File: config.mk
export PLATFORM = sky130hd
export DESIGN_NAME = soe_word_pair_assembler_dedup_unit
export DESIGN_NICKNAME = d
export VERILOG_FILES = /design/src/hw/rtl/swpa_pkg.sv /design/src/hw/rtl/swpa_cell.sv /design/src/hw/rtl/swpa_history_chain.sv /design/src/hw/rtl/soe_word_pair_assembler_dedup_unit.sv
export SDC_FILE = /design/constraint.sdc
export NUM_CORES = 2
export LEC_CHECK = 0
export BUFFER_PORTS_ARGS = -buffer_cell sky130_fd_sc_hd__buf_4
export CAP_MARGIN = 20
export CORE_AREA = 4 4 348 350
export DETAILED_ROUTE_END_ITERATION = 7
export DIE_AREA = 0 0 352 354
export PLACE_DENSITY = 0.46
export SYNTH_ARGS = -nofsm -noshare
export SYNTH_HDL_FRONTEND = slang
export SYNTH_HIERARCHICAL = 1
export SYNTH_SLANG_ARGS = --single-unit
File: constraint.sdc
create_clock -name i_clk -period 4.3 [get_ports i_clk]
set_clock_uncertainty 0.15 [all_clocks]
set_input_delay 1.29 -clock i_clk [delete_from_list [all_inputs] [get_ports i_clk]]
set_output_delay 1.29 -clock i_clk [all_outputs]
set_load 0.02 [all_outputs]
File: src/hw/rtl/swpa_pkg.sv
package swpa_pkg;

    // Width of one assembled event as held in the history.
    localparam int EVENT_W = 48;

    // Width of the stored first half: ms[9:0], sec[15:10], min[21:16].
    localparam int FIRST_W = 22;

    // Default number of history entries.
    localparam int HISTORY_DEPTH_DEF = 16;

    // Result status codes.
    typedef enum logic [1:0] {
        ST_FIRST = 2'd0,
        ST_EMIT  = 2'd1,
        ST_SEQ   = 2'd2,
        ST_DUP   = 2'd3
    } t_status;

    // Controller states.
    typedef enum logic [1:0] {
        S_IDLE,
        S_SCAN,
        S_DONE
    } t_state;

    // Control from the sequencer to the history chain.
    typedef struct packed {
        logic shift;
        logic insert;
    } t_chain_ctl;

endpackage

File: src/hw/rtl/swpa_cell.sv
// One entry of the event history. It loads its neighbor's entry on a shift.
module swpa_cell (
    input  logic                           i_clk,
    input  logic                           i_rst_n,
    input  logic                           i_shift,
    input  logic [swpa_pkg::EVENT_W-1:0]   i_data,
    output logic [swpa_pkg::EVENT_W-1:0]   o_data
);

    logic [swpa_pkg::EVENT_W-1:0] r_entry;

    // The history is defined as all zero after reset.
    always_ff @(posedge i_clk) begin
        if (!i_rst_n) begin
            r_entry <= '0;
        end else if (i_shift) begin
            r_entry <= i_data;
        end
    end

    assign o_data = r_entry;

endmodule

File: src/hw/rtl/swpa_history_chain.sv
// Row of history cells. The chain either rotates (the head entry wraps to the
// tail) or takes a new event at the tail and drops the oldest at the head.
module swpa_history_chain #(
    parameter int HISTORY_DEPTH = swpa_pkg::HISTORY_DEPTH_DEF
) (
    input  logic                           i_clk,
    input  logic                           i_rst_n,
    input  swpa_pkg::t_chain_ctl           i_ctl,
    input  logic [swpa_pkg::EVENT_W-1:0]   i_event,
    output logic [swpa_pkg::EVENT_W-1:0]   o_head
);

    logic [swpa_pkg::EVENT_W-1:0] w_cell [HISTORY_DEPTH];
    logic [swpa_pkg::EVENT_W-1:0] w_tail_in;

    // New event enters on insert; otherwise the oldest entry wraps around.
    assign w_tail_in = i_ctl.insert ? i_event : w_cell[HISTORY_DEPTH-1];

    for (genvar k = 0; k < HISTORY_DEPTH; k++) begin : g_cell
        if (k == 0) begin : g_first
            swpa_cell u_cell (
                .i_clk   (i_clk),
                .i_rst_n (i_rst_n),
                .i_shift (i_ctl.shift),
                .i_data  (w_tail_in),
                .o_data  (w_cell[k])
            );
        end else begin : g_next
            swpa_cell u_cell (
                .i_clk   (i_clk),
                .i_rst_n (i_rst_n),
                .i_shift (i_ctl.shift),
                .i_data  (w_cell[k-1]),
                .o_data  (w_cell[k])
            );
        end
    end

    assign o_head = w_cell[HISTORY_DEPTH-1];

endmodule

File: src/hw/rtl/soe_word_pair_assembler_dedup_unit.sv
// A first half or a rejected word gives its item in the cycle after acceptance; a valid
// second half gives its item after the S_SCAN state, in which the history chain makes one
// full rotation past the compare at its head, and then the S_DONE state. First halves and
// rejected words go at one item per cycle while the output is not stalled; a valid second
// half holds off new words until its item is loaded. Reset (synchronous, active low) clears
// the flag, the pending half and every history entry at once; no clearing pass is needed.
module soe_word_pair_assembler_dedup_unit #(
    parameter int HISTORY_DEPTH = swpa_pkg::HISTORY_DEPTH_DEF
) (
    input  logic        i_clk,
    input  logic        i_rst_n,
    input  logic        i_s_tvalid,
    output logic        o_s_tready,
    // function_code[7:0], info_byte_one[15:8], info_byte_two[23:16],
    // info_byte_three[31:24], info_byte_four[39:32], previous_function_code[47:40]
    input  logic [47:0] i_s_tdata,
    output logic        o_m_tvalid,
    input  logic        i_m_tready,
    // point_number[11:0], point_state[12], milliseconds[22:13], seconds[28:23],
    // minutes[34:29], hours[39:35], day_of_month[44:40], zero fill[47:45]
    output logic [47:0] o_m_tdata,
    // status[1:0]
    output logic [1:0]  o_m_tuser
);

    localparam int CNT_W = (HISTORY_DEPTH > 1) ? $clog2(HISTORY_DEPTH) : 1;

    // Input fields.
    logic [7:0] w_code, w_b1, w_b2, w_b3, w_b4, w_prev;
    assign w_code = i_s_tdata[7:0];
    assign w_b1   = i_s_tdata[15:8];
    assign w_b2   = i_s_tdata[23:16];
    assign w_b3   = i_s_tdata[31:24];
    assign w_b4   = i_s_tdata[39:32];
    assign w_prev = i_s_tdata[47:40];

    swpa_pkg::t_state r_state, n_state;
    logic                                r_waiting;
    logic [swpa_pkg::FIRST_W-1:0]        r_pending;
    logic [swpa_pkg::EVENT_W-1:0]        r_event;
    logic [CNT_W-1:0]                    r_cnt;
    logic                                r_dup;
    logic                                r_out_valid;
    swpa_pkg::t_status                   r_out_status;
    logic [47:0]                         r_out_data;

    logic                                w_accept;
    logic                                w_out_free;
    logic                                w_in_seq;
    logic                                w_scan_last;
    logic                                w_load_done;
    logic [swpa_pkg::EVENT_W-1:0]        w_head;
    logic [47:0]                         w_emit_data;
    swpa_pkg::t_chain_ctl                w_ctl;

    assign w_out_free  = !r_out_valid || i_m_tready;
    assign o_s_tready  = (r_state == swpa_pkg::S_IDLE) && w_out_free;
    assign w_accept    = i_s_tvalid && o_s_tready;
    assign w_in_seq    = ({1'b0, w_code} == ({1'b0, w_prev} + 9'd1)) && r_waiting;
    assign w_scan_last = (r_cnt == CNT_W'(HISTORY_DEPTH - 1));

    // Result fields unpacked from the assembled event.
    assign w_emit_data = {3'b000,
                          r_event[31:27],      // day
                          r_event[26:22],      // hour
                          r_event[21:16],      // minute
                          r_event[15:10],      // second
                          r_event[9:0],        // milliseconds
                          r_event[47],         // state
                          r_event[43:32]};     // point number

    // Next state.
    always_comb begin
        n_state = r_state;
        unique case (r_state)
            swpa_pkg::S_IDLE: begin
                if (w_accept && w_code[0] && w_in_seq) begin
                    n_state = swpa_pkg::S_SCAN;
                end
            end
            swpa_pkg::S_SCAN: begin
                if (w_scan_last) begin
                    n_state = swpa_pkg::S_DONE;
                end
            end
            swpa_pkg::S_DONE: begin
                if (w_out_free) begin
                    n_state = swpa_pkg::S_IDLE;
                end
            end
            default: n_state = swpa_pkg::S_IDLE;
        endcase
    end

    // Chain control and result loading per state.
    always_comb begin
        w_ctl       = '0;
        w_load_done = 1'b0;
        unique case (r_state)
            swpa_pkg::S_IDLE: begin
                w_ctl = '0;
            end
            swpa_pkg::S_SCAN: begin
                w_ctl.shift = 1'b1;
            end
            swpa_pkg::S_DONE: begin
                w_load_done  = w_out_free;
                w_ctl.shift  = w_out_free && !r_dup;
                w_ctl.insert = w_out_free && !r_dup;
            end
            default: begin
                w_ctl = '0;
            end
        endcase
    end

    swpa_history_chain #(
        .HISTORY_DEPTH (HISTORY_DEPTH)
    ) u_chain (
        .i_clk   (i_clk),
        .i_rst_n (i_rst_n),
        .i_ctl   (w_ctl),
        .i_event (r_event),
        .o_head  (w_head)
    );

    // Control registers.
    always_ff @(posedge i_clk) begin
        if (!i_rst_n) begin
            r_state     <= swpa_pkg::S_IDLE;
            r_waiting   <= 1'b0;
            r_pending   <= '0;
            r_out_valid <= 1'b0;
            r_cnt       <= '0;
            r_dup       <= 1'b0;
        end else begin
            r_state <= n_state;
            if (w_accept) begin
                r_out_valid <= !(w_code[0] && w_in_seq);
                if (!w_code[0]) begin
                    r_pending <= {w_b4[5:0], w_b3[5:0], w_b2[1:0], w_b1};
                    r_waiting <= 1'b1;
                end else if (w_in_seq) begin
                    r_waiting <= 1'b0;
                    r_cnt     <= '0;
                    r_dup     <= 1'b0;
                end
            end else if (w_load_done) begin
                r_out_valid <= 1'b1;
            end else if (i_m_tready) begin
                r_out_valid <= 1'b0;
            end
            // Compare each entry as it passes the head of the chain.
            if (r_state == swpa_pkg::S_SCAN) begin
                r_cnt <= r_cnt + CNT_W'(1);
                if (w_head == r_event) begin
                    r_dup <= 1'b1;
                end
            end
        end
    end

    // Payload registers.
    always_ff @(posedge i_clk) begin
        if (w_accept) begin
            r_out_data <= '0;
            if (!w_code[0]) begin
                r_out_status <= swpa_pkg::ST_FIRST;
            end else if (!w_in_seq) begin
                r_out_status <= swpa_pkg::ST_SEQ;
            end else begin
                r_out_status <= swpa_pkg::ST_EMIT;
                r_event      <= {w_b4, w_b3, w_b2[4:0], w_b1[4:0], r_pending};
            end
        end else if (w_load_done) begin
            if (r_dup) begin
                r_out_status <= swpa_pkg::ST_DUP;
                r_out_data   <= '0;
            end else begin
                r_out_status <= swpa_pkg::ST_EMIT;
                r_out_data   <= w_emit_data;
            end
        end
    end

    assign o_m_tvalid = r_out_valid;
    assign o_m_tdata  = r_out_data;
    assign o_m_tuser  = r_out_status;

endmodule

# == Word level (Yosys, flattened, before mapping) ==
# Cells that the tools add are included.
# op_classes
add_sub_neg,2
eq_ne,9
muxes,28
n_bitwise,1
reduce_logical,22
# ops
operator,count
48-bit == test,1
48-bit 2-to-1 mux,1
45-bit 2-to-1 mux,1
2-bit 2-to-1 mux,8
4-bit 2-to-1 mux,4
1-bit 2-to-1 mux,12
"8-bit by 1-bit adder with 9-bit output, second input constant",1
8-bit by 9-bit == test with 1-bit output,1
3-bit AND reduction,3
2-bit nonzero test,4
1-bit logical AND,7
2-bit one-hot mux with 3 select lines,1
"4-bit by 1-bit adder with 4-bit output, second input constant",1
"4-bit == test, second input constant",1
"2-bit by 1-bit != test with 1-bit output, second input constant",2
"2-bit != test, second input constant",2
2-bit AND reduction,2
1-bit zero test,3
3-bit nonzero test,1
"2-bit by 1-bit == test with 1-bit output, second input constant",1
"2-bit == test, second input constant",1
2-bit zero test,1
1-bit one-hot mux with 2 select lines,1
1-bit logical OR,1
1-bit NOT,1
# word_totals
register_bits,897
in_bits,52
output_inout_bits,52

# == Logic depth before layout (Yosys ltp) ==
# depth
ltp_word,8
ltp_mapped,10
mapped_depth_nobuf,7

# == Cells and area by module ==
# The synthesis kept the hierarchy.
# by_module_without_submodules
mod,n_inst,cells_each,area_each_um2
swpa_cell,16,155,1845.5
soe_word_pair_assembler_dedup_unit,1,440,4999.8
swpa_history_chain,1,53,659.4

# == Least setup slack after synthesis ==
# OpenSTA, ideal clock, no wires.
# synth_timing
path_type,input to register
startpoint,input port i_s_tdata[40]
endpoint,register r_event[0] (netlist bit) (enable)
arrival_time_ns,3.295
t_required_ns,3.748
path_slack_ns,0.452
path_stages,5
n_path_buf,0
cell_sequence,ha_1 -> or3_1 -> a31oi_2 -> nand4_2 -> inv_1
# synth_between
elab_chain_len,4
# synth_lines
item,line_no,text
start: declaration,soe_word_pair_assembler_dedup_unit.sv:16,"input logic [47:0] i_s_tdata,"
8-bit by 1-bit adder with 9-bit output,soe_word_pair_assembler_dedup_unit.sv:59,"assign w_in_seq = ({1'b0, w_code} == ({1'b0, w_prev} + 9'd1)) && r_waiting;"
8-bit by 9-bit == test with 1-bit output,soe_word_pair_assembler_dedup_unit.sv:59,
1-bit logical AND,soe_word_pair_assembler_dedup_unit.sv:59,
3-bit AND reduction (no line),-,
end signal: assignment,soe_word_pair_assembler_dedup_unit.sv:173,"r_event <= {w_b4, w_b3, w_b2[4:0], w_b1[4:0], r_pending};"
end: declaration,soe_word_pair_assembler_dedup_unit.sv:40,logic [swpa_pkg::EVENT_W-1:0] r_event;
# Every way passes these cells.
# A chain may end at the register's enable or synchronous reset.

# == Final worst setup path ==
# layout_timing
startpoint,input port i_m_tready
endpoint,output port o_s_tready
# layout_between
elab_chain_len,2
# layout_lines
item,line_no,text
start: declaration,soe_word_pair_assembler_dedup_unit.sv:18,"input logic i_m_tready,"
1-bit logical OR,soe_word_pair_assembler_dedup_unit.sv:56,assign w_out_free = !r_out_valid || i_m_tready;
1-bit logical AND,soe_word_pair_assembler_dedup_unit.sv:57,assign o_s_tready = (r_state == swpa_pkg::S_IDLE) && w_out_free;
end: declaration,soe_word_pair_assembler_dedup_unit.sv:13,"output logic o_s_tready,"
# Every way passes these cells.

==> results.yml <==
grt:
  antenna_found_initial: 3
  grt_overflow: 0
  grt_pass1_wl_um: 109000
  track_usage: 0.107
  grt_pass1_vias: 19800
  grt_max_degree: 254
worst_hold_path:
  hold_end: "r_event[14]"
  min_path_cells: 0
  hp-start: "r_pending[14]"
  hp-class: "flip-flop to flip-flop"
setup_path:
  end_kind: "output port"
  reg2reg_from: "r_event[42]"
  required_ns: 2.86
  r2r_end: "r_dup"
  cp_max_fo: 4
  cp.arrival_ns: 2.01
  reg2reg_slack_ns: 1.47
  cp-start-kind: "input pin"
  critPathKind: "input pin to output port"
  reg2regPathDepth: 6
logic_synthesis:
  synth_ff_type: "dfxtp_1"
  syn_avg_cell_area_sq_um: 11.8
  synthAdderAreaFrac: 0.00178
  netlist_area_sq_um: 35200
  post_synth_mux_area_share: 0.236
  ys_seq_area_frac: 0.523
  synth_top_family_by_area: "multiplexers"
  yosys.area_share.simple: 0.152
  synth_xor_xnor_area_share: 0.00946
  synthCells: 2973
  synthArstFlopShare: 0
  netlist-cell-type-count: 55
  yosys_warnings: 6
  synth_compound_area_frac: 0.0232
  ys_ff_latch: 894
  synth-edff-count: 50
drt:
  dr.pass1.iters: 4
  detail-route-antenna-nets: 0
  num_vias: 19800
  wirelength_um: 67600
  wl_per_cell_um: 14.6
  drc: 0
  drtIter0Drc: 820
  viasPerCell: 4.27
clock_network:
  cts.sinks: 894
  clkTransAtPathRegs_ns: 0.05
  cts_hold_buf: 0
  cts_tree: "built"
  htreeDepth: 3
  cts_resized: 0
  cts_root_buffer: "clkbuf_16"
  clk_latency_ns: 0.65
  clockBufferDepth: 3
  cts_buffers: 98
  postCtsSetupBuffers: 0
timing:
  layout_setup_ws_ns: 0.851
  timing.final.crit_share: 0.802
  finalMaxSlewViolations: 0
  fmax_mhz: 290
  fin_tns_setup_ns: 0
  final-setup-viol-count: 0
  relSlewSlack: 0.354
  worst_slew_pin_slew_ns: 0.961
  hold_viol_final: 0
  period_minus_slack_ns: 3.45
  rsz0062_at_grt: "false"
floorplan:
  ios: 104
  die_h_um: 354
  core_sq_um: 118000
  initial_core_util: 0.299
  num_rows: 126
  die_x_um: 352
  dieArea_sq_um: 125000
final_layout:
  drive_above_1_share: 0.115
  syn2layout_area_growth_pct: 13.5
  fillers: 11500
  fin_nets: 3070
placed_design:
  place_ws_ns: 0.487
  numPortBuffers: 97
  gp_congestion: 0.743
  hpwl_um: 42200
run_status:
  status: "completed"
flow_run:
  drv_cap: 0
pwr:
  peakVddDrop_mv: 0.249
  p_per_area_nw_per_um2: 429
  power_leakage_nw: 12.3
[layer usage]
metal  track usage  wire length [um]  part of all wire
met4        0.0351              1960             0.029
met5             0                 0                 0
met1         0.148             34100              0.50
met2         0.165             29000              0.43
met3        0.0234              2600             0.038
[through the flow]
stage	hold WS [ns]	instance area [sq um]	power (mW)	instances	utilization
2_1_floorplan	0.258	35200	8.78	2975	-
3_3_place_gp	0.262	36700	8.90	4449	0.311
5_1_grt	0.286	39900	17.9	4632	0.339
3_5_place_dp	0.266	36700	8.90	4449	0.311
4_1_cts	0.277	39900	17.5	4632	0.339
6_report	0.277	39900	17.1	4634	0.339
[where the power goes]
| group | switching (mW) | internal (mW) | leakage, nW |
|---|---|---|---|
| Combinational | 0.178 | 0.162 | 3.40 |
| Clock | 3.33 | 5.10 | 1.63 |
| Sequential | 0.00667 | 8.37 | 7.28 |
[cell type report]
cell class | instances | area (sq um) | area share
sequential | 894 | 18400 | 0.461
inverter | 26 | 97.6 | 0.00244
tap | 1536 | 1920 | 0.0481
timing repair buffer | 139 | 1310 | 0.0329
clock buffer | 139 | 2860 | 0.0717
antenna | 2 | 5.00 | 0.000125
clock inverter | 44 | 422 | 0.0106
multi-input combinational | 1854 | 14900 | 0.374
[cells in the mapped netlist (all sizes together), types with 9 or more instances]
| library cell | n | area (sq um) |
|---|---|---|
| buf | 147 | 1610 |
| nand4 | 9 | 62.6 |
| clkbuf | 54 | 203 |
| nor2b | 773 | 4840 |
| o22ai | 9 | 56.3 |
| dfxtp | 844 | 16900 |
| mux2i | 768 | 7690 |
| xor2 | 30 | 263 |
| nand2 | 55 | 206 |
| a21oi | 34 | 174 |
| mux2 | 48 | 616 |
| edfxtp | 50 | 1500 |
| inv | 24 | 90.1 |
| a22o | 44 | 385 |
[worst max path at each step]
| stage | from | end | slack [ns] | depth (start not counted) |
|---|---|---|---|---|
| floorplan | i_s_tdata[40] | r_event[0] | 0.45 | 5 |
| global placement | i_s_tdata[40] | r_event[31] | 0.57 | 8 |
| detailed placement | i_s_tdata[40] | r_event[28] | 0.49 | 8 |
| CTS | i_m_tready | o_s_tready | 0.86 | 4 |
| global route | i_m_tready | o_s_tready | 0.84 | 4 |
| finish | i_m_tready | o_s_tready | 0.85 | 4 |
[sequential cells by signal, indices dropped and copies added, names as in the netlist]
register                              count
u_chain/g_cell.g_next.u_cell/o_data     720
r_event                                  48
u_chain/g_cell.g_first.u_cell/o_data     48
o_m_tdata                                45
r_pending                                22
r_cnt                                     4
o_m_tuser                                 2
r_state                                   2
o_m_tvalid                                1
r_dup                                     1
r_waiting                                 1
[cells in the final DEF, fill, tap and decap left out, drive strengths merged, types with 3 or more instances in the layout]
cell,instances
nor4,8
clkinv,34
conb,3
inv,26
ha,5
bufinv,8
a22o,44
clkbuf,139
nand4,9
and3,4
dfxtp,844
a21oi,34
nor2b,773
buf,139
nand3,8
nor2,8
o22ai,9
edfxtp,50
xor2,30
nand2b,3
mux2i,768
o21ai,6
nand2,55
xnor2,8
mux2,48
nor3,4
[critical path: stages]
cell and delay [ns]:
buf_4 0.11, nand2b_1 0.23, and2_1 0.22, buf_4 0.16
[kinds of logic after synthesis]
logic type	count (synthesis)
other	1
buffers and inverters	227
multiplexers	816
AND/OR/NAND/NOR	880
flip-flops	894
adder cells (fa/ha/maj)	5
XOR/XNOR	38
AO/OA/AOI/OAI	112
(Power assumes the default switching activity.)
